File: config.mk
export PLATFORM = sky130hd
export DESIGN_NAME = bse_ctrl
export DESIGN_NICKNAME = d
export VERILOG_FILES = /design/src/rtl/core/bse_pkg.sv /design/src/rtl/core/bse_ctrl.sv
export SDC_FILE = /design/constraint.sdc
export NUM_CORES = 1
export LEC_CHECK = 0
export BUFFER_PORTS_ARGS = -buffer_cell sky130_fd_sc_hd__buf_2
export CORE_AREA = 4 4 41 43
export DETAILED_ROUTE_END_ITERATION = 10
export DIE_AREA = 0 0 45 47
export MAX_ROUTING_LAYER = met4
export PLACE_DENSITY = 0.35
export SYNTH_ARGS = -nofsm -noshare
export SYNTH_HDL_FRONTEND = slang
export SYNTH_SLANG_ARGS = --single-unit
File: constraint.sdc
create_clock -name clk -period 4.4 [get_ports clk]
set_clock_uncertainty 0.05 [all_clocks]
set_input_delay 1.1 -clock clk [delete_from_list [all_inputs] [get_ports clk]]
set_output_delay 1.1 -clock clk [all_outputs]
set_load 0.01 [all_outputs]
File: src/rtl/core/bse_pkg.sv
`timescale 1ns / 1ps
// ----------------------------------------------------------------------------
// bse_pkg
// Shared widths, opcodes and controller/datapath handshake types for the
// bitmap set engine.
// ----------------------------------------------------------------------------
package bse_pkg;

    // Store geometry
    localparam int MAX_BITS  = 1024;
    localparam int WORD_BITS = 64;
    localparam int NUM_WORDS = (MAX_BITS + WORD_BITS - 1) / WORD_BITS;
    localparam int BIT_W     = $clog2(WORD_BITS);
    localparam int WIDX_W    = $clog2(NUM_WORDS);

    // Field widths
    localparam int OP_W    = 3;
    localparam int LEN_W   = 11;
    localparam int HI_W    = LEN_W - BIT_W;
    localparam int POS_W   = 4;
    localparam int VAL_W   = 64;
    localparam int FOUND_W = 10;
    localparam int CNT_W   = 11;

    // Opcodes
    localparam logic [OP_W-1:0] OP_SET     = 3'd0;
    localparam logic [OP_W-1:0] OP_CLR     = 3'd1;
    localparam logic [OP_W-1:0] OP_TEST    = 3'd2;
    localparam logic [OP_W-1:0] OP_OR      = 3'd3;
    localparam logic [OP_W-1:0] OP_COUNT   = 3'd4;
    localparam logic [OP_W-1:0] OP_NEXT    = 3'd5;
    localparam logic [OP_W-1:0] OP_ALL_ON  = 3'd6;
    localparam logic [OP_W-1:0] OP_ALL_OFF = 3'd7;

    // Register map
    localparam logic REG_SET_LENGTH = 1'b0;

    // Controller to datapath
    typedef struct packed {
        logic load;       // latch a new item, clear working results
        logic exec;       // perform a non-scan operation
        logic walk_step;  // scan one stored word
        logic out_load;   // move working results into the output register
    } cmd_t;

    // Datapath to controller
    typedef struct packed {
        logic walk_op;    // current item scans the whole store
        logic walk_last;  // scan pointer is on the last word
        logic out_free;   // output register can take a result this cycle
    } status_t;

endpackage

File: src/rtl/core/bse_ctrl.sv
`timescale 1ns / 1ps
// ----------------------------------------------------------------------------
// bse_ctrl
// Sequencer: accept an item, run it or walk the store, hand off the result.
// ----------------------------------------------------------------------------
module bse_ctrl
(
    input  logic              clk,
    input  logic              rst_n,
    input  logic              in_valid,
    output logic              in_ready,
    output bse_pkg::cmd_t     cmd,
    input  bse_pkg::status_t  status
);

    localparam logic [1:0] S_IDLE = 2'd0;
    localparam logic [1:0] S_EXEC = 2'd1;
    localparam logic [1:0] S_WALK = 2'd2;
    localparam logic [1:0] S_FIN  = 2'd3;

    logic [1:0] state_reg;
    logic [1:0] state_next;

    always_comb
    begin
        state_next = state_reg;
        cmd        = '0;
        in_ready   = 1'b0;
        case (state_reg)
            S_IDLE:
            begin
                in_ready = 1'b1;
                if (in_valid)
                begin
                    cmd.load   = 1'b1;
                    state_next = S_EXEC;
                end
            end
            S_EXEC:
            begin
                if (status.walk_op)
                begin
                    cmd.walk_step = 1'b1;
                    state_next    = S_WALK;
                end
                else
                begin
                    cmd.exec   = 1'b1;
                    state_next = S_FIN;
                end
            end
            S_WALK:
            begin
                cmd.walk_step = 1'b1;
                if (status.walk_last)
                begin
                    state_next = S_FIN;
                end
            end
            S_FIN:
            begin
                if (status.out_free)
                begin
                    cmd.out_load = 1'b1;
                    state_next   = S_IDLE;
                end
            end
            default:
            begin
                state_next = S_IDLE;
            end
        endcase
    end

    always_ff @(posedge clk or negedge rst_n)
    begin
        if (!rst_n)
        begin
            state_reg <= S_IDLE;
        end
        else
        begin
            state_reg <= state_next;
        end
    end

`ifndef SYNTH
    // A scan stays in WALK until the pointer reaches the last word
    a_walk_holds: assert property (@(posedge clk) disable iff (!rst_n)
        (state_reg == S_WALK) && !status.walk_last |=> (state_reg == S_WALK))
        else $error("scan left WALK before the last word");
`endif

endmodule

# Word level (Yosys, flattened, before mapping)
# Index checks and enable logic that the tools add are counted.
# classes
eq_ne	6
reduce_logical	2
n_mux	14
# op_table
op	n
2-to-1 mux 1 bit	9
one-hot mux 2 bit (4 select lines)	1
2-to-1 mux 2 bit	3
inequality test 2 bit, second input constant	3
== test 2 bit, second input constant	2
AND reduction 3 bit	1
== test 2 x 1 -> 1 bit, second input constant	1
zero test 2 bit	1
one-hot mux 1 bit (2 select lines)	1
# totals
wordCells	23
output_inout_bits	5
reg_bits	2
inputBits	6

# Longest topological paths before layout
# logic_depth
depth_word	3
depth_mapped	5
ltp_nobuf	5

# Worst setup path after synthesis
# No wires, ideal clock.
# synth_path
kind	input to output
start	input status[2] in the netlist's numbering
end	output cmd[1] in the netlist's numbering
path_slack_ns	1.920
path_stages	2
arrival_ns	1.330
cell_sequence	a21oi_1 > nor2b_1
# synth_rtl
element	line_no	rtl
start: declaration	bse_ctrl.sv:13	input bse_pkg::status_t status
end: declaration	bse_ctrl.sv:12	output bse_pkg::cmd_t cmd,

==> flow_metrics.env <==
export IMPL_outcome="finished clean"
export IMPL_p_per_area_nw_per_um2=714
export IMPL_reg2reg_slack_ns=2.90
export IMPL_firstDrtPassIters=2
export IMPL_syn_area_um2=210
export IMPL_min_period_over_period_pct=60.5
export IMPL_syn_to_final_growth_pct=43.5
export IMPL_utilization_pct=23.2
export IMPL_synth_nets=32
export IMPL_routedWlPerCell_um=8.76
export IMPL_route_met3_wl_um=29
export IMPL_vdd_drop_max_mv=0.217
export IMPL_largest_register_ffs=2
export IMPL_htreeDepth=1
export IMPL_gp_congestion=0.652
export IMPL_cp_arrival_ns=1.51
export IMPL_drt_iter0_drc=2
export IMPL_fin_nets=47
export IMPL_setup_viol=0
export IMPL_tightest_slew_ns=0.176
export IMPL_clockBufferDepth=2
export IMPL_avgSynthCellArea_um2=9.55
export IMPL_grt_pass1_vias=211
export IMPL_rsz0062_at_grt="no"
export IMPL_yosysUniqueCellTypes=13
export IMPL_synth_top_area_share_pct=23.8
export IMPL_hold_violations=0
export IMPL_tns_ns=0
export IMPL_hold_buffers=0
export IMPL_crit_type="primary input to output pin"
export IMPL_clk_latency_ns=0.22
export IMPL_synth_largest_area_cell="dfrtp_1"
export IMPL_tritoncts="done"
export IMPL_wl_met1_um=168
export IMPL_vias=185
export IMPL_drv_cap=0
export IMPL_startpoint_type="primary input"
export IMPL_min_path_type="flop to flop"
export IMPL_ios=11
export IMPL_grtUsageTotal_pct=5.71
export IMPL_dieArea_um2=2120
export IMPL_slew_viol_final=0
export IMPL_drcViolationCount=0
export IMPL_cts_clk_slew_worst_paths_ns=0.03
export IMPL_met2_length_um=240
export IMPL_die_x_um=45
export IMPL_core_um2=1300
export IMPL_grt_ovfl_total=0
export IMPL_io_buffers=10
export IMPL_root_buffer="clkbuf_4"
export IMPL_synth_seq_area_share_pct=23.8
export IMPL_start_util_pct=16.2
export IMPL_p_leak_nw=0.168
export IMPL_insertedDiodeCount=0
export IMPL_max_freq_ghz=0.376
export IMPL_required_ns=3.25
export IMPL_pre_cts_slack_ns=1.73
export IMPL_die_height_um=47
export IMPL_postCtsSetupBuffers=0
export IMPL_synth_cells=22
export IMPL_cts_resized=0
export IMPL_grt_max_degree=7
export IMPL_rows=13
export IMPL_antenna_found_initial=0
export IMPL_clock_sinks=2
export IMPL_end_kind="output pin"
export IMPL_grt_pass1_wl_um=779
export IMPL_crit_fanout=2
export IMPL_dp_hpwl_um=363
export IMPL_ys_ff_latch=2
export IMPL_slew_headroom_pct=88.3
export IMPL_drive_gt1_share_pct=48.6
export IMPL_final_antenna_net_count=0
export IMPL_numCtsBuffers=3
export IMPL_drt_wl_total_um=438
export IMPL_vias_per_cell=3.70
export IMPL_synth_area_top_cells="dfrtp_1 24%, ha_1 24%, nand2b_1 12%, mux2_4 7.1%, and3_4 5.4%"
export IMPL_period_needed_ns=2.66
export IMPL_highest_layer="met3"
export IMPL_fin_ws_ns=1.74
export IMPL_ys_warn_count=0
[kinds of logic after synthesis]
kind of cell | Yosys count | synth area share (%)
simple gates | 9 | 28.6
fa+ha+maj | 4 | 23.8
compound gates | 3 | 11.3
buf+inv | 3 | 5.36
flops | 2 | 23.8
mux | 1 | 7.14
[cell usage after synthesis]
cell type / number
a21oi_1: 1
a41oi_1: 1
and2_1: 1
and2_2: 1
and3_4: 1
dfrtp_1: 2
ha_1: 4
inv_1: 3
mux2_4: 1
nand2b_1: 4
nor2_1: 1
nor2b_1: 1
o22a_2: 1
[worst paths after layout]
check	start	to	depth (start not counted)
worst min register to register	state_reg[0]	state_reg[0]	1
max in group asynchronous	rst_n	state_reg[1]	1
min in group asynchronous	rst_n	state_reg[0]	1
worst max register to register	state_reg[0]	state_reg[1]	5
worst min-delay path	state_reg[0]	state_reg[0]	1
worst max-delay path	status[2]	cmd[2]	4
[layout by cell type (no fill, tap or decap), types with 2 or more instances in the layout]
cell type / instances
buf_2: 10
nand2b_1: 4
ha_1: 4
inv_1: 3
clkbuf_4: 3
dfrtp_1: 2
[layout make-up]
type,count,area (µm²)
fillers,159,1000
multi-input cells,17,149
inverters,3,11.3
well taps,15,18.8
repair buffers,10,50.0
clock buffers,3,22.5
flip-flops and latches,2,50.0
[routing by layer]
layer	vias up	global-route usage (%)
met1	82	4.32
li1	98	-
met4	0	7.02
met2	5	9.32
met5	-	-
met3	0	2.30
[worst max-delay path, cell delays in order]
cell	delay, ns
buf_2	0.10
nand2b_1	0.14
inv_1	0.05
buf_2	0.12
[report_power, final]
part / switching (mW) / internal (mW) / total [mW]
combinational: 0.0577 / 0.0741 / 0.132
clock: 0.0102 / 0.0301 / 0.0403
sequential: 0.0139 / 0.0293 / 0.0431
[per-stage QoR]
| stage | hold WS (ns) | std cells | total power [mW] | instance area, µm² |
|---|---|---|---|---|
| 2_1_floorplan | 0.506 | 22 | 0.142 | 210 |
| 4_1_cts | 0.561 | 50 | 0.223 | 302 |
| 3_5_place_dp | 0.553 | 47 | 0.178 | 279 |
| 6_report | 0.553 | 50 | 0.215 | 302 |
| 5_1_grt | 0.599 | 50 | 0.240 | 302 |
| 3_3_place_gp | 0.559 | 47 | 0.178 | 279 |
No activity file was read; power rests on OpenSTA's default activity.
